[src/kaf_pkg.sv]
// ----------------------------------------------------------------------------
// kaf_pkg
// Shared types and constants of the angle/gyro-bias Kalman filter.
// ----------------------------------------------------------------------------
package kaf_pkg;

  localparam int unsigned NumAxesDefault = 3;
  localparam int unsigned RegWidth       = 31;
  localparam int unsigned NumRegs        = 5;
  localparam int unsigned AddrWidth      = 5;
  localparam int unsigned DivBits        = 62;

  localparam logic signed [31:0] Q30One   = 32'sd1073741824;
  localparam logic signed [31:0] CompStep = 32'sd5368709;

  // register indexes
  localparam logic [2:0] RegNoiseAngle = 3'd0;
  localparam logic [2:0] RegNoiseBias  = 3'd1;
  localparam logic [2:0] RegMeasNoise  = 3'd2;
  localparam logic [2:0] RegTimeStep   = 3'd3;
  localparam logic [2:0] RegBlendWt    = 3'd4;

  // control of the shared multiply/add unit
  typedef struct packed {
    logic use_mul;  // add the rounded product instead of operand b
    logic use_acc;  // fold the accumulated product into the rounding
    logic sub;      // subtract instead of add
    logic acc_ld;   // move product into accumulator
  } mac_ctl_t;

  // saturate a 37-bit sum to 32 bits
  function automatic logic [32:0] sat32(input logic signed [36:0] v);
    logic [32:0] r;
    if (v > 37'sd2147483647) begin
      r = {1'b1, 32'h7fff_ffff};
    end else if (v < -37'sd2147483648) begin
      r = {1'b1, 32'h8000_0000};
    end else begin
      r = {1'b0, v[31:0]};
    end
    return r;
  endfunction

endpackage

[src/kaf_mac.sv]
// ----------------------------------------------------------------------------
// kaf_mac
// Shared 32x32 multiplier with Q2.30 rounding, accumulator and saturating add.
// ----------------------------------------------------------------------------
module kaf_mac
  import kaf_pkg::*;
(
  input  logic               clk_i,
  input  logic               ld_i,
  input  mac_ctl_t           ctl_i,
  input  logic signed [33:0] x_i,
  input  logic signed [31:0] b_i,
  input  logic signed [31:0] c_i,
  output logic signed [31:0] y_o,
  output logic               sat_o,
  output logic signed [36:0] raw_o
);

  logic signed [63:0] prod_q;
  logic signed [63:0] acc_q;
  logic signed [63:0] rnd;
  logic signed [35:0] ym;
  logic signed [35:0] yv;
  logic [32:0]        st;

  always_ff @(posedge clk_i) begin
    if (ld_i) begin
      prod_q <= 64'(b_i) * 64'(c_i);
    end
    if (ctl_i.acc_ld) begin
      acc_q <= prod_q;
    end
  end

  // round half up: add 2^29 then floor shift by 30
  always_comb begin
    rnd = prod_q + (ctl_i.use_acc ? acc_q : 64'sd0) + 64'sd536870912;
    ym  = 36'(rnd >>> 30);
    yv  = ctl_i.use_mul ? ym : 36'(b_i);
    raw_o = 37'(x_i) + (ctl_i.sub ? -37'(yv) : 37'(yv));
    st    = sat32(raw_o);
    y_o   = st[31:0];
    sat_o = st[32];
  end

endmodule

[config.mk]
export PLATFORM = sky130hd
export DESIGN_NAME = kaf_mac
export DESIGN_NICKNAME = d
export VERILOG_FILES = /design/src/kaf_pkg.sv /design/src/kaf_mac.sv
export SDC_FILE = /design/constraint.sdc
export NUM_CORES = 2
export LEC_CHECK = 0
export BUFFER_PORTS_ARGS = -buffer_cell sky130_fd_sc_hd__buf_2
export CORE_MARGIN = 2
export CORE_UTILIZATION = 56
export CTS_BUF_LIST = sky130_fd_sc_hd__clkbuf_8
export CTS_CLUSTER_DIAMETER = 50
export DETAILED_ROUTE_END_ITERATION = 6
export PLACE_DENSITY = 0.71
export SYNTH_ARGS = -nofsm -noshare
export SYNTH_HDL_FRONTEND = slang
export SYNTH_SLANG_ARGS = --single-unit
[constraint.sdc]
create_clock -name clk_i -period 13.3 [get_ports clk_i]
set_clock_uncertainty 0.05 [all_clocks]
set_input_delay 1.995 -clock clk_i [delete_from_list [all_inputs] [get_ports clk_i]]
set_output_delay 1.995 -clock clk_i [all_outputs]
set_load 0.005 [all_outputs]
After elaboration in Yosys (flattened, before gate mapping)
Index checks and enable logic that the tools add are counted.
{"block": "op_classes", "n_bitwise": 0, "div": 0, "shift": 0, "mux": 5, "multipliers": 1, "magnitude_cmp": 2, "n_reduce_logical": 0, "n_addsub": 4, "eq_ne": 0}
{"operator": "33-bit two-way mux", "n": 2}
{"operator": "64-bit by 31-bit adder with 64-bit output (second input constant)", "n": 1}
{"operator": "64-bit adder", "n": 1}
{"operator": "32-bit by 32-bit multiplier with 64-bit output", "n": 1}
{"operator": "64-bit two-way mux", "n": 1}
{"operator": "34-bit by 37-bit adder with 37-bit output", "n": 1}
{"operator": "37-bit by 32-bit greater-than comparator with 1-bit output (second input constant)", "n": 1}
{"operator": "37-bit by 32-bit < comparator with 1-bit output (second input constant)", "n": 1}
{"operator": "37-bit two-way mux", "n": 1}
{"operator": "36-bit negator with 37-bit output", "n": 1}
{"operator": "36-bit two-way mux", "n": 1}
{"block": "word_totals", "mem_count": 0, "output_inout_bits": 70, "latch_bits": 0, "reg_bits": 128, "wordCells": 14, "rom_bits": 0, "mem_bits_rw": 0, "input_bits": 104}

Longest topological paths before layout
{"block": "logic_depth", "ltp_word": 10, "depth_mapped": 36, "ltp_nobuf": 32}

Worst setup path before layout
OpenSTA, ideal clock, no wires.
{"block": "synth_timing", "path_type": "in2out", "startpoint": "in ctl_i[2] (netlist bit)", "endpoint": "out y_o[14]", "n_path_buf": 4, "required_ps": 11255, "t_arrival_ps": 9418, "setup_slack_ps": 1837, "path_stages": 35, "path_cell_list": "buf_2 > clkbuf_1 > and2_1 > ha_1 > ha_1 > nand3_1 > o221a_2 > a211o_1 > a221oi_1 > o211a_1 > o21ai_0 > a31oi_1 > ha_1 > inv_1 > nor3_1 > nand4_2 > or4_4 > or3_1 > buf_2 > o21ai_0 > xnor2_1 > ha_1 > a21o_1 > a21o_1 > a21oi_1 > nor2_1 > or4_1 > o221ai_1 > xnor2_1 > a31oi_1 > mux2_2 > a21oi_2 > nand4_2 > buf_2 > o21ai_1"}
{"block": "synth_between", "elab_chain_len": 10, "elab_cells_between_ends": 11, "classes_between": "add/sub (4); order compare (2); mux (5)"}
{"element": "start: declaration", "line": "kaf_mac.sv:10", "source": "input mac_ctl_t ctl_i,"}
{"element": "64-bit two-way mux *", "line": "kaf_mac.sv:37", "source": "rnd = prod_q + (ctl_i.use_acc ? acc_q : 64'sd0) + 64'sd536870912;"}
{"element": "64-bit adder *", "line": "kaf_mac.sv:37"}
{"element": "64-bit by 31-bit adder with 64-bit output *", "line": "kaf_mac.sv:37"}
{"element": "36-bit two-way mux *", "line": "kaf_mac.sv:39", "source": "yv = ctl_i.use_mul ? ym : 36'(b_i);"}
{"element": "36-bit negator with 37-bit output", "line": "kaf_mac.sv:40", "source": "raw_o = 37'(x_i) + (ctl_i.sub ? -37'(yv) : 37'(yv));"}
{"element": "37-bit two-way mux *", "line": "kaf_mac.sv:40"}
{"element": "34-bit by 37-bit adder with 37-bit output *", "line": "kaf_mac.sv:40"}
{"element": "37-bit by 32-bit < comparator with 1-bit output", "line": "kaf_pkg.sv:36", "source": "end else if (v < -37'sd2147483648) begin"}
{"element": "33-bit two-way mux", "line": "kaf_pkg.sv:36"}
{"element": "33-bit two-way mux *", "line": "kaf_pkg.sv:34", "source": "if (v > 37'sd2147483647) begin"}
{"element": "end: declaration", "line": "kaf_mac.sv:14", "source": "output logic signed [31:0] y_o,"}
Mark *: on every way between the ends. The rest lies on a longest branch, timed or not.

Final worst setup path
{"block": "layout_timing", "startpoint": "in ctl_i[2] (netlist bit)", "endpoint": "out y_o[6]"}
The elaborated chain is that of the path after synthesis.

==> impl_metrics.py <==
metrics = {
    "logic_synthesis": {
        "synth_area_mm2": 0.04830,
        "seq_area_frac_synth_pct": 7.957,
        "synth_top_cell_by_area": "fa_1",
        "ys_async_sr_fraction_pct": 0,
        "synth_fp_nets": 6895,
        "yosysUniqueCellTypes": 90,
        "synthFlopType": "edfxtp_1",
        "synth_top_area_share_pct": 44.88,
        "synth_edf_count": 128,
        "yosysWarnings": 0,
        "syn_inst": 5362,
        "synth.most_common_cell": "inv_1",
        "synth_area_leaders": "fa_1 (45%), inv_1 (9.4%), ha_1 (9.0%), edfxtp_1 (8.0%), nand2_1 (6.9%)",
        "synth_common_cells": "inv_1 (1212), fa_1 (1083), nand2_1 (890)",
        "avgSynthCellArea_um2": 9.009,
        "synth-seq-cells": 128,
    },
    "cts": {
        "cts_tree": "yes",
        "cts-htree-levels": 4,
        "clkSinkCount": 128,
        "cts_made_buffers": 17,
        "insertion_delay_ns": 0.48,
        "hold_buffers": 0,
        "cts_buffer_depth": 2,
        "cts-resized-gates": 0,
        "path_clk_slew_ns": 0.07,
        "root_buffer": "clkbuf_8",
        "postCtsSetupBuffers": 0,
    },
    "critical_path": {
        "cp.arrival_ns": 10.64,
        "required_ns": 11.26,
        "end_kind": "primary output",
        "crit_path_start_kind": "primary input",
        "max_stage_delay_ns": 0.60,
        "critical_path_class": "in2out",
        "slowest_stage": "or4_4",
        "cp_max_fo": 41,
        "cpMostUsedCell": "ha_1",
    },
    "floorplanning": {
        "initial_core_util_pct": 56.64,
        "die_width_um": 297.7,
        "die_h_um": 297.7,
        "die-area_mm2": 0.08862,
        "io_pins": 174,
        "coreArea_mm2": 0.08528,
        "num_rows": 107,
    },
    "drt": {
        "highest_layer": "met5",
        "wl_met2_um": 61720,
        "drt_pre_antenna_iters": 6,
        "ant_nets": 0,
        "drc_errors": 0,
        "met1_length_um": 54630,
        "vias": 36747,
        "dr.first_iter.drc_count": 2910,
        "routed_via_density": 5.645,
        "wire_per_inst_um": 20.13,
        "met3_length_um": 11060,
        "routed_wl_um": 131000,
    },
    "sta": {
        "post-route-period-util_pct": 95.36,
        "layout_setup_ws_ns": 0.6171,
        "hold_viol": 0,
        "rsz0062_at_grt": "no",
        "final.setup.tns_ns": 0,
        "drv_slew": 0,
        "setup_violations": 0,
        "worstMarginPinSlew_ns": 1.041,
        "min_period_ns": 12.68,
        "clock.fmax_mhz": 78.85,
        "slew-limit-headroom_pct": 30.62,
    },
    "cells_and_area": {
        "stdcell_count": 6510,
        "nets": 6885,
        "fin_util_pct": 59.08,
        "syn_to_final_growth_pct": 4.305,
        "fillCellCount": 7456,
        "drive_gt1_share_pct": 6.021,
    },
    "run": {
        "drv_cap": 0,
    },
    "global_route": {
        "grt_max_degree": 71,
        "globalRouteTotalUtil_pct": 30.73,
        "grt_pass1_wl_um": 213000,
        "first_global_vias": 39200,
        "antenna_found_initial": 7,
        "grt_remaining_overflow": 0,
    },
    "placed_design": {
        "dpl_worst_slack_ns": 0.2981,
        "dp_hpwl_um": 106700,
        "dp_cells": 6477,
        "gp_congestion": 0.9683,
        "portBuffers": 173,
    },
    "min_path": {
        "worst_hold_path_type": "reg2reg",
    },
    "outcome": {
        "status": "finished, final reports clean",
    },
}
[layer usage]
metal	vias to the layer above	GRT usage, %
met5	-	0
li1	16280	-
met1	18696	41.96
met3	239	5.411
met2	1530	50.75
met4	2	8.454
[flip-flops by register name (all words and copies together) (netlist names)]
register	cells
acc_q	64
prod_q	64
[cells by family (layout without fill, tap and decap cells)]
group           count (synthesis)  after routing  share of synthesized area, %
buf+inv                      1461           1464                         11.43
flops                         128            128                         7.957
compound gates                592            592                         8.229
mux                            21             21                        0.4559
xor+xnor                      147            147                         2.665
other cells                     0              1                             0
simple gates                 1584           1584                         15.41
fa+ha+maj                    1429           1429                         53.85
[final cells by class]
cell class / count / area [µm²] / area share, %
clock inverters: 15 / 150.1 / 0.2980
inverters: 1213 / 4553 / 9.037
multi-input cells: 3773 / 38950 / 77.31
clock buffers: 17 / 234.0 / 0.4644
repair buffers: 219 / 1219 / 2.419
flip-flops and latches: 128 / 3844 / 7.629
diodes: 1 / 2.502 / 0.004967
well taps: 1144 / 1431 / 2.841
[critical path, delay by kind of cell]
family	cells	cell delay, ns
compound gates	15	3.58
simple gates	8	2.36
fa+ha+maj	4	1.11
buf+inv	5	0.81
xor+xnor	2	0.41
mux	1	0.29
[final timing paths]
| path | to | start | cells past startpoint | slack, ns |
|---|---|---|---|---|
| worst min register to register | acc_q[29] | prod_q[29] | 0 | 0.40 |
| worst max register to register | acc_q[0] | prod_q[0] | 0 | 12.50 |
| worst min-delay path | acc_q[29] | prod_q[29] | 0 | 0.40 |
| worst max-delay path | y_o[6] | ctl_i[2] | 35 | 0.62 |
[metrics by stage]
step / cell area (µm²) / hold slack (ns)
global placement: 49980 / 0.3818
floorplan: 48300 / 0.3764
detailed placement: 49980 / 0.3871
global route: 50380 / 0.4205
CTS: 50360 / 0.4006
finish: 50380 / 0.4021
[cells in the final DEF, fill, tap and decap left out, types with 9 or more instances in the layout]
| master | count |
|---|---|
| nand2_1 | 890 |
| nor3_1 | 31 |
| nor2b_1 | 16 |
| mux2i_1 | 13 |
| o21a_1 | 20 |
| edfxtp_1 | 128 |
| or3_1 | 20 |
| a31oi_1 | 15 |
| xnor2_1 | 97 |
| ha_1 | 346 |
| and3_1 | 10 |
| nor2_1 | 104 |
| o31ai_1 | 12 |
| and2_1 | 328 |
| nor4_1 | 11 |
| fa_1 | 1083 |
| a21o_1 | 96 |
| nand3_1 | 44 |
| o21ai_2 | 27 |
| xor2_1 | 50 |
| o21ai_1 | 12 |
| o21ai_0 | 89 |
| and4_1 | 9 |
| o21bai_1 | 23 |
| o211ai_1 | 22 |
| a211oi_1 | 20 |
| inv_1 | 1212 |
| buf_4 | 44 |
| nand2b_1 | 47 |
| nand4_1 | 34 |
| buf_2 | 173 |
| a21oi_1 | 156 |
| clkbuf_8 | 17 |
| a211o_1 | 10 |
Power is left out: the tool's default activity adds up to more than one toggle a clock period on the data nets, which glitch-free logic cannot reach.
