[config.mk]
export PLATFORM = sky130hd
export DESIGN_NAME = kaf_div
export DESIGN_NICKNAME = d
export VERILOG_FILES = /design/src/kaf_pkg.sv /design/src/kaf_div.sv
export SDC_FILE = /design/constraint.sdc
export NUM_CORES = 1
export LEC_CHECK = 0
export ABC_AREA = 0
export BUFFER_PORTS_ARGS = -buffer_cell sky130_fd_sc_hd__buf_2
export CAP_MARGIN = 0
export CORE_ASPECT_RATIO = 1.1
export CORE_UTILIZATION = 30
export CTS_CLUSTER_SIZE = 8
export DETAILED_ROUTE_END_ITERATION = 7
export PLACE_DENSITY_LB_ADDON = 0.08
export SLEW_MARGIN = 20
export SYNTH_ARGS = -nofsm -noshare
export SYNTH_HDL_FRONTEND = slang
export SYNTH_SLANG_ARGS = --single-unit
[constraint.sdc]
create_clock -name clk_i -period 4.3 [get_ports clk_i]
set_clock_uncertainty 0.05 [all_clocks]
set_input_delay 0.86 -clock clk_i [delete_from_list [all_inputs] [get_ports clk_i]]
set_output_delay 0.86 -clock clk_i [all_outputs]
set_load 0.1 [all_outputs]
[src/kaf_pkg.sv]
// ----------------------------------------------------------------------------
// kaf_pkg
// Shared types and constants of the angle/gyro-bias Kalman filter.
// ----------------------------------------------------------------------------
package kaf_pkg;

  localparam int unsigned NumAxesDefault = 3;
  localparam int unsigned RegWidth       = 31;
  localparam int unsigned NumRegs        = 5;
  localparam int unsigned AddrWidth      = 5;
  localparam int unsigned DivBits        = 62;

  localparam logic signed [31:0] Q30One   = 32'sd1073741824;
  localparam logic signed [31:0] CompStep = 32'sd5368709;

  // register indexes
  localparam logic [2:0] RegNoiseAngle = 3'd0;
  localparam logic [2:0] RegNoiseBias  = 3'd1;
  localparam logic [2:0] RegMeasNoise  = 3'd2;
  localparam logic [2:0] RegTimeStep   = 3'd3;
  localparam logic [2:0] RegBlendWt    = 3'd4;

  // control of the shared multiply/add unit
  typedef struct packed {
    logic use_mul;  // add the rounded product instead of operand b
    logic use_acc;  // fold the accumulated product into the rounding
    logic sub;      // subtract instead of add
    logic acc_ld;   // move product into accumulator
  } mac_ctl_t;

  // saturate a 37-bit sum to 32 bits
  function automatic logic [32:0] sat32(input logic signed [36:0] v);
    logic [32:0] r;
    if (v > 37'sd2147483647) begin
      r = {1'b1, 32'h7fff_ffff};
    end else if (v < -37'sd2147483648) begin
      r = {1'b1, 32'h8000_0000};
    end else begin
      r = {1'b0, v[31:0]};
    end
    return r;
  endfunction

endpackage

[src/kaf_div.sv]
// ----------------------------------------------------------------------------
// kaf_div
// Radix-2 restoring divider for the gain, (p * 2^30) / e truncated to zero.
// ----------------------------------------------------------------------------
module kaf_div
  import kaf_pkg::*;
(
  input  logic               clk_i,
  input  logic               rst_ni,
  input  logic               start_i,
  input  logic signed [31:0] num_i,
  input  logic signed [33:0] den_i,
  output logic               done_o,
  output logic signed [31:0] q_o,
  output logic               ovf_o
);

  localparam int unsigned CntWidth = $clog2(DivBits);

  logic                busy_q;
  logic                done_q;
  logic [CntWidth-1:0] cnt_q;
  logic [DivBits-1:0]  num_q;
  logic [33:0]         rem_q;
  logic [32:0]         den_q;
  logic                neg_q;
  logic                zero_q;

  logic [31:0] num_mag;
  logic [33:0] den_mag;
  logic [34:0] sh;
  logic        ge;

  assign num_mag = num_i[31] ? 32'(-num_i) : 32'(num_i);
  assign den_mag = den_i[33] ? 34'(-den_i) : 34'(den_i);
  assign sh      = {rem_q, num_q[DivBits-1]};
  assign ge      = sh >= {2'b00, den_q};

  always_ff @(posedge clk_i or negedge rst_ni) begin
    if (!rst_ni) begin
      busy_q <= 1'b0;
      done_q <= 1'b0;
      cnt_q  <= '0;
    end else begin
      done_q <= 1'b0;
      if (start_i) begin
        busy_q <= 1'b1;
        cnt_q  <= '0;
      end else if (busy_q) begin
        if (cnt_q == CntWidth'(DivBits - 1)) begin
          busy_q <= 1'b0;
          done_q <= 1'b1;
        end
        cnt_q <= cnt_q + 1'b1;
      end
    end
  end

  always_ff @(posedge clk_i) begin
    if (start_i) begin
      num_q  <= {num_mag, 30'b0};
      rem_q  <= '0;
      den_q  <= den_mag[32:0];
      neg_q  <= num_i[31] ^ den_i[33];
      zero_q <= (den_i == '0);
    end else if (busy_q) begin
      rem_q <= ge ? 34'(sh - {2'b00, den_q}) : sh[33:0];
      num_q <= {num_q[DivBits-2:0], ge};
    end
  end

  // quotient magnitude sits in num_q once done
  always_comb begin
    q_o   = '0;
    ovf_o = 1'b0;
    if (!zero_q) begin
      if (!neg_q) begin
        ovf_o = (num_q[DivBits-1:31] != '0);
        q_o   = ovf_o ? 32'sh7fff_ffff : $signed(num_q[31:0]);
      end else begin
        ovf_o = (num_q[DivBits-1:32] != '0) || (num_q[31] && (num_q[30:0] != '0));
        q_o   = ovf_o ? 32'sh8000_0000 : $signed(-num_q[31:0]);
      end
    end
  end

  assign done_o = done_q;

endmodule

# == Word level (Yosys, flattened, before mapping) ==
# Index checks and enable logic that the tools add are counted.
# totals
input_bits,69
elab_cells,43
register_bits,139
# classes
n_lt_le_gt_ge,1
addsub,5
mux,19
n_reduce_logical,7
n_eq_ne,1
n_bitwise,1
# ops
cell,count
32-bit 2-to-1 mux,5
62-bit 2-to-1 mux,2
32-bit negation,2
31-bit nonzero test,2
35-bit by 33-bit >= comparator with 1-bit output,1
34-bit zero test,1
34-bit 2-to-1 mux,1
34-bit by 33-bit subtractor with 34-bit output,1
33-bit 2-to-1 mux,1
33-bit negation,1
30-bit nonzero test,1
6-bit 2-to-1 mux,2
1-bit 2-to-1 mux,8
6-bit by 1-bit adder with 6-bit output (second input constant),1
6-bit == test (second input constant),1
2-bit nonzero test,1
1-bit logical AND,1
1-bit logical OR,1
1-bit bitwise XOR,1

# == Depth between registers and ports, before layout ==
# Gate-level depths: netlist of the first run.
# logic_depth
word_depth,6
ltp_mapped,13
ltp_nobuf,12

# == Worst setup path before layout of the first run ==
# Ideal clock, no wire load.
# synth_timing
kind,register to output
start,register num_q[14]
end,output q_o[1]
path_buffers,1
required_time_ns,3.390
path_stages_with_launch,10
arrival_time_ns,4.470
setup_slack_ns,-1.080
path_cell_list,dfxtp_1 -> or3_1 -> nor4b_4 -> nand4_1 -> or3_1 -> o21ai_0 -> nand2_1 -> a21o_1 -> buf_2 -> a311oi_1
# synth_via
elab_chain_cells,6
# synth_rtl
element,line,source
start: declaration,kaf_div.sv:23,logic [DivBits-1:0] num_q;
start signal: assignment,kaf_div.sv:61,"num_q <= {num_mag, 30'b0};"
start signal: assignment,kaf_div.sv:68,"num_q <= {num_q[DivBits-2:0], ge};"
31-bit nonzero test,kaf_div.sv:81,ovf_o = (num_q[DivBits-1:32] != '0) || (num_q[31] && (num_q[30:0] != '0));
1-bit logical AND,kaf_div.sv:81,
1-bit logical OR,kaf_div.sv:81,
32-bit 2-to-1 mux,kaf_div.sv:82,q_o = ovf_o ? 32'sh8000_0000 : $signed(-num_q[31:0]);
32-bit 2-to-1 mux,kaf_div.sv:77,if (!neg_q) begin
32-bit 2-to-1 mux,kaf_div.sv:76,if (!zero_q) begin
end: declaration,kaf_div.sv:14,"output logic signed [31:0] q_o,"
# No other way between the ends.

# == Worst setup path after layout of the first run ==
# layout_timing
start,register num_q[1]
end,output q_o[19]
# layout_via
elab_chain_cells,6
word_cells_on_any_way,7
classes_between,add/sub: 1; mux: 3; reduce/logical: 3
# layout_rtl
element,line
branches (longest 3 deep; another with 32-bit negation),n/a
32-bit 2-to-1 mux (*),kaf_div.sv:82
32-bit 2-to-1 mux (*),kaf_div.sv:77
32-bit 2-to-1 mux (*),kaf_div.sv:76
# Mark *: on every way between the ends.

==> results of run 1 <==
==> what timing repair did <==
item,in CTS,in global routing
endpoints found under the setup margin,29,31
gates resized for setup,8,14
buffers inserted,1,5
pin swaps,6,8
cloned,1,1
==> layer usage <==
| layer | part of all wire | vias to the layer above | GRT usage |
|---|---|---|---|
| met5 | 0 | - | 0 |
| met4 | 0.0082 | 0 | 0.0351 |
| met3 | 0.026 | 13 | 0.0243 |
| met2 | 0.46 | 145 | 0.270 |
| met1 | 0.50 | 4020 | 0.229 |
| li1 | - | 4339 | - |
==> state kept, by name (all words and copies together), names as in the netlist <==
name / count
zero_q: 1
num_q: 62
rem_q: 34
cnt_q: 6
neg_q: 1
den_q: 33
done_o: 1
busy_q: 1
==> kinds of logic (layout without fill, tap and decap cells) <==
| kind of cell | after synthesis | count (layout) | synth area share |
|---|---|---|---|
| buffers and inverters | 120 | 215 | 0.0475 |
| XOR/XNOR | 92 | 92 | 0.0831 |
| AO/OA/AOI/OAI | 306 | 306 | 0.218 |
| flip-flops | 139 | 139 | 0.360 |
| AND/OR/NAND/NOR | 386 | 386 | 0.193 |
| adder cells (fa/ha/maj) | 39 | 39 | 0.0511 |
| multiplexers | 46 | 46 | 0.0476 |
==> area by class of cell <==
type,instances,area (um^2)
clock buffer,19,433
clock inverter,13,168
fill,3210,19400
inverter,53,199
multi-input combinational,869,6110
sequential,139,3510
tap,420,526
timing repair buffer,130,1250
==> through the flow <==
| stage | utilization | cells | power (uW) | setup TNS, ns | setup slack [ns] |
|---|---|---|---|---|---|
| after global placement | 0.361 | 1603 | 5150 | 0 | 0.353 |
| final | 0.386 | 1643 | 6730 | 0 | 0.108 |
| after CTS | 0.383 | 1637 | 6730 | 0 | 0.0294 |
| after detailed placement | 0.361 | 1603 | 5140 | 0 | 0.277 |
| after floorplan | - | 1128 | 4240 | -2.32 | -0.413 |
| after global routing | 0.386 | 1643 | 7190 | -0.306 | -0.0538 |
==> placed cells by master, fill, tap and decap left out, types with 16 or more instances in the layout <==
cell type / count
nor4_1: 16
buf_12: 31
xnor2_1: 73
ha_1: 37
a21oi_1: 52
edfxtp_1: 67
inv_1: 53
nand2_1: 95
nor2_1: 127
a211oi_1: 29
o21ai_0: 57
clkbuf_16: 18
mux2i_1: 45
buf_2: 70
nand3_1: 22
a31oi_1: 18
o31ai_1: 20
a22o_1: 32
nor3_1: 22
buf_4: 25
xor2_1: 19
dfxtp_1: 60
==> path summary, 6_finish.rpt <==
| kind | from | to | cells after the start |
|---|---|---|---|
| min reg2reg | rem_q[2]$_SDFFE_PP0P_ | rem_q[2]$_SDFFE_PP0P_ | 2 |
| max in group asynchronous | rst_ni | busy_q$_DFF_PN0_ | 1 |
| min in group clk_i | rem_q[2]$_SDFFE_PP0P_ | rem_q[2]$_SDFFE_PP0P_ | 2 |
| max reg2reg | num_q[61]$_DFFE_PP_ | rem_q[26]$_SDFFE_PP0P_ | 13 |
| min | rst_ni | cnt_q[3]$_DFFE_PN0P_ | 1 |
| max | num_q[1]$_SDFFE_PP0P_ | q_o[19] | 12 |
==> power breakdown <==
group | internal [uW] | switching [uW] | total [uW]
combinational | 1350 | 2030 | 3390
clock | 920 | 622 | 1540
sequential | 1630 | 172 | 1800
==> results by group, run 1 <==
Status
  – Status: finished, final reports clean

Power
  – Max VDD drop: about 0.22 mV
  – P_leak: 0.00503 uW
  – Pwr dens: roughly 550 mW/mm^2

Clock network
  – H-Tree Depth: 4
  – CTS Sinks: around 140
  – CTS Buf Count: 17
  – CTS clk-pin slew, worst paths: 0.06 ns
  – CTS tree: yes
  – CTS Root Buffer Type: clkbuf_16
  – Worst-skew pair later-pin latency: ~0.43 ns
  – Post-CTS Hold Fix Bufs: 0
  – Clock Path Buffers: 2

STA
  – Pins over their slew limit: 0
  – Min Tclk post-route: 4.19 ns
  – Post-route clock period utilization: 0.975
  – Slew margin rel.: 0.481
  – Final Hold Fails: 0
  – Measured slew at the worst slew-check pin: 0.779 ns
  – Minimum hold slack: 0.231 ns
  – Fmax: about 240 MHz
  – Final count of negative-setup-slack endpoints: 0

Logic synthesis
  – Warnings, synthesis: 0
  – Synthesized Nets: 1236
  – Top post-synthesis cells by count: 140 x nor2_1, 96 x nand2_1, 73 x xnor2_1
  – Post-Syn Instances: between 1000 and 1500
  – Mapped Avg Cell Area: 8.60 um^2
  – Top cells by area, synth: edfxtp_1 21%, dfxtp_1 13%, xnor2_1 6.6%, nor2_1 5.4%, ha_1 4.9%
  – Post-synth EDFFs: 67
  – Post-Syn Area: 0.00970 mm^2
  – Asr flop ratio synth: 0.0576
  – Post-synth top area cell: edfxtp_1
  – Most frequent cell after synthesis: nor2_1
  – Post-synth top area share: 0.207
  – Sequential area share after synthesis: 0.360
  – Post-synth cell types: 65
  – Seq cells post-synth: 139
  – Most used DFF post-synth: edfxtp_1

Floorplanning
  – Starting Density: 0.307
  – Chip height: 191 um
  – Cell row count: 68
  – Core ar.: 0.0316 mm^2
  – Chip width: 173 um
  – Die area: 0.0331 mm^2
  – Boundary pin count: between 100 and 150

Detailed routing
  – Per-cell routed wire length: 16.5 um
  – Via Count: roughly 8500
  – DR pass1 iterations: 7
  – Post-route antenna net violation count: 0
  – DRT iter0 DRCs: roughly 460
  – Total Routed Length: 27100 um
  – Average vias per placed instance: 5.18
  – # DRC: 0

Final layout
  – Final net count: ~1300
  – Inserted Diodes: 0
  – Share of cells above drive strength 1: 0.182
  – Post-route cell area: 0.0122 mm^2
  – Area growth syn-to-layout: 25.7%

Worst setup path
  – Crit-path slowest cell: or3_4
  – CP cell instances: inv_1, ha_4, nor3b_4, and4_1, nand4_1, or3_4, o21ai_2, nand2_2, a21o_4, buf_16, a311oi_4, buf_12
  – Critical path class: reg -> out
  – R2r setup slk: 0.93 ns
  – Buf+Inv Stages, Crit Path: 3
  – Worst EP required: 3.39 ns
  – Crit path max-delay family: simple AND/OR/NAND/NOR gates
  – CP Launch Type: flip-flop
  – Crit path capture type: output port
  – Crit path DAT: 3.28 ns
  – Worst-path maximum fanout: 7
  – Slowest stage delay, CP: 0.45 ns

Placement
  – Post-DP HPWL: 19400 um
  – PortBufs: approximately 100
  – Gpl congestion: 0.801
  – Area post-placement: 0.0114 mm^2

GRT
  – Largest net degree at the start of global routing: 62
  – Initial antenna violation count: 0
  – First-pass GRT wire length: 44000 um
  – Overflow after GRT: 0
  – Total GRT Usage: 0.165
  – Vias in the first global route: just over 8000

Worst hold path
  – Tightest Hold Check Type: in -> async

Job
  – Max cap viols: 0
(Power assumes the default switching activity.)
==> run 2: changes to the inputs <==
--- a/config.mk
+++ b/config.mk
@@ -12,6 +12,7 @@
 export CORE_UTILIZATION = 30
 export CTS_CLUSTER_SIZE = 8
 export DETAILED_ROUTE_END_ITERATION = 7
+export MAX_ROUTING_LAYER = met4
 export PLACE_DENSITY_LB_ADDON = 0.08
 export SLEW_MARGIN = 20
 export SYNTH_ARGS = -nofsm -noshare
==> run 2 against run 1 <==
Register-to-register slack hardly changed. Core utilization hardly changed. First-iteration DRC count is 3.0% lower. Sequential share of layout area hardly changed. Clock power hardly changed. Combinational power hardly changed. Wire length is 0.17% lower. Power hardly changed. Worst setup slack better by 0.0023 ns. Via count is 0.46% higher. Sequential power hardly changed. Worst hold slack worse by 0.0018 ns. Critical path type unchanged.
==> results by group, run 2 (synthesis gave the netlist of run 1 again) <==
Floorplanning
  – Chip width: 173 um (unchanged)
  – Die area: 0.0331 mm^2 (unchanged)
  – Boundary pin count: 103 (unchanged)
  – Chip height: 191 um (unchanged)
  – Starting Density: 0.307 (unchanged)
  – Core ar.: 0.0316 mm^2 (unchanged)
  – Cell row count: 68 (unchanged)

STA
  – Fmax: 239 MHz (about the same)
  – Post-route clock period utilization: 0.974 (about the same)
  – Min Tclk post-route: 4.19 ns (-0.00227 ns)
  – Final Hold Fails: 0 (unchanged)
  – Final count of negative-setup-slack endpoints: 0 (unchanged)
  – Minimum hold slack: 0.229 ns (-0.00183 ns)
  – Measured slew at the worst slew-check pin: 0.779 ns (+0.000276 ns)
  – Pins over their slew limit: 0 (unchanged)
  – Fin worst setup slack: 0.110 ns (+0.00227 ns)
  – Slew margin rel.: 0.480 (about the same)

Detailed routing
  – Average vias per placed instance: 5.21 (+0.46%)
  – Via Count: 8556 (+0.46%)
  – Per-cell routed wire length: 16.5 um (-0.17%)
  – Post-route antenna net violation count: 0 (unchanged)
  – Total Routed Length: 27100 um (-0.17%)
  – DR pass1 iterations: 7 (unchanged)
  – # DRC: 0 (unchanged)
  – DRT iter0 DRCs: 450 (-3.0%)

Worst setup path
  – CP startpoint: num_q[1]$_SDFFE_PP0P_
  – Worst-path maximum fanout: 7 (unchanged)
  – Crit path capture type: output port
  – CP Launch Type: flip-flop
  – Worst reg2reg startpoint: num_q[61]$_DFFE_PP_
  – Critical path class: reg -> out
  – Worst EP required: 3.39 ns (about the same)
  – Crit path DAT: 3.28 ns (about the same)

Final layout
  – Max reg flops: 62 (unchanged)
  – Util after Layout: 0.386 (about the same)
  – Post-route cell area: 0.0122 mm^2 (about the same)
  – Post-Layout Cell Count: 1643 (unchanged)
  – Inserted Diodes: 0 (unchanged)
  – Share of cells above drive strength 1: 0.181 (-0.000818)
  – Final net count: 1318 (unchanged)
  – Biggest register: num_q
  – Area growth syn-to-layout: 25.7% (about the same)
  – Regs by FF count: num_q: 62 flops, rem_q: 34 flops, den_q: 33 flops
  – Fillers: 3209 (-0.031%)
  – Commonest non-fill, non-tap cell in the layout: nor2_1
  – Commonest cells after routing, fill and taps aside: 127 x nor2_1, 95 x nand2_1, 73 x xnor2_1

Placement
  – Post-DP HPWL: 19400 um (unchanged)
  – # placed instances: 1603 (unchanged)
  – DP Worst Slack: 0.277 ns (unchanged)
  – PortBufs: 102 (unchanged)
  – Area post-placement: 0.0114 mm^2 (unchanged)
  – Gpl congestion: 0.813 (+1.4%)

GRT
  – Vias in the first global route: 8087 (+0.11%)
  – Largest net degree at the start of global routing: 62 (unchanged)
  – Overflow after GRT: 0 (unchanged)
  – Total GRT Usage: 0.170 (+0.00475)
  – Initial antenna violation count: 0 (unchanged)
  – First-pass GRT wire length: 44000 um (about the same)

Clock network
  – CTS Buf Count: 17 (unchanged)
  – CTS tree: yes
  – Clock Path Buffers: 2 (unchanged)
  – H-Tree Depth: 4 (unchanged)
  – Worst-skew pair later-pin latency: 0.42 ns (about the same)
  – Post-CTS Hold Fix Bufs: 0 (unchanged)
  – CTS Sinks: 139 (unchanged)
  – CTS Root Buffer Type: clkbuf_16
  – CTS clk-pin slew, worst paths: 0.06 ns (about the same)

Status
  – Status: finished, final reports clean

Power
  – Pwr dens: 551 mW/mm^2 (about the same)
  – P_leak: 0.00503 uW (about the same)
  – Max VDD drop: 0.221 mV (-0.25%)

Job
  – Max cap viols: 0 (unchanged)

Worst hold path
  – Tightest Hold Check Type: in -> async
[run 2: where the power goes]
part	total (uW)	internal, uW	switching, uW
clock	1540	920	621
sequential	1800	1630	172
combinational	3390	1350	2030
[run 2: cell type report]
| cell class | instances | area (um^2) | area share |
|---|---|---|---|
| multi-input cells | 869 | 6110 | 0.501 |
| flip-flops and latches | 139 | 3510 | 0.288 |
| repair buffers | 130 | 1250 | 0.103 |
| well taps | 420 | 526 | 0.0431 |
| clock buffers | 19 | 433 | 0.0355 |
| inverters | 53 | 199 | 0.0163 |
| clock inverters | 13 | 168 | 0.0137 |
[run 2: worst max-delay path, stage by stage (launching register included)]
cell	delay, ns
dfxtp_2	0.34
inv_1	0.13
ha_4	0.16
nor3b_4	0.22
and4_1	0.25
nand4_1	0.14
or3_4	0.45
o21ai_2	0.14
nand2_2	0.07
a21o_4	0.27
buf_16	0.17
a311oi_4	0.30
buf_12	0.21
[run 2: routing by layer]
layer  track usage  wire length, um  vias up
met5             -                0        -
met4        0.0361              177        0
met3        0.0231              820       10
met2         0.271            12600      163
met1         0.229            13500     4042
li1              -                -     4341
[run 2: repair_timing]
item                       in CTS  in global routing
resized for setup               8                 13
cloned                          1                  1
setup endpoints to repair      29                 31
buffers inserted                1                  5
pin swaps                       6                  8
[run 2: path summary, 6_finish.rpt]
path	to	slack [ns]	cells after the start
max	q_o[19]	0.11	12
min	cnt_q[3]$_DFFE_PN0P_	0.23	1
min in group clk_i	rem_q[2]$_SDFFE_PP0P_	0.45	2
max reg2reg	rem_q[26]$_SDFFE_PP0P_	0.92	13
min reg2reg	rem_q[2]$_SDFFE_PP0P_	0.45	2
max in group asynchronous	busy_q$_DFF_PN0_	3.77	1
[run 2: per-stage QoR]
step	total power [uW]	setup TNS [ns]
floorplan	4240	-2.32
global placement	5150	0
detailed placement	5140	0
CTS	6730	0
global route	7190	-0.269
finish	6720	0
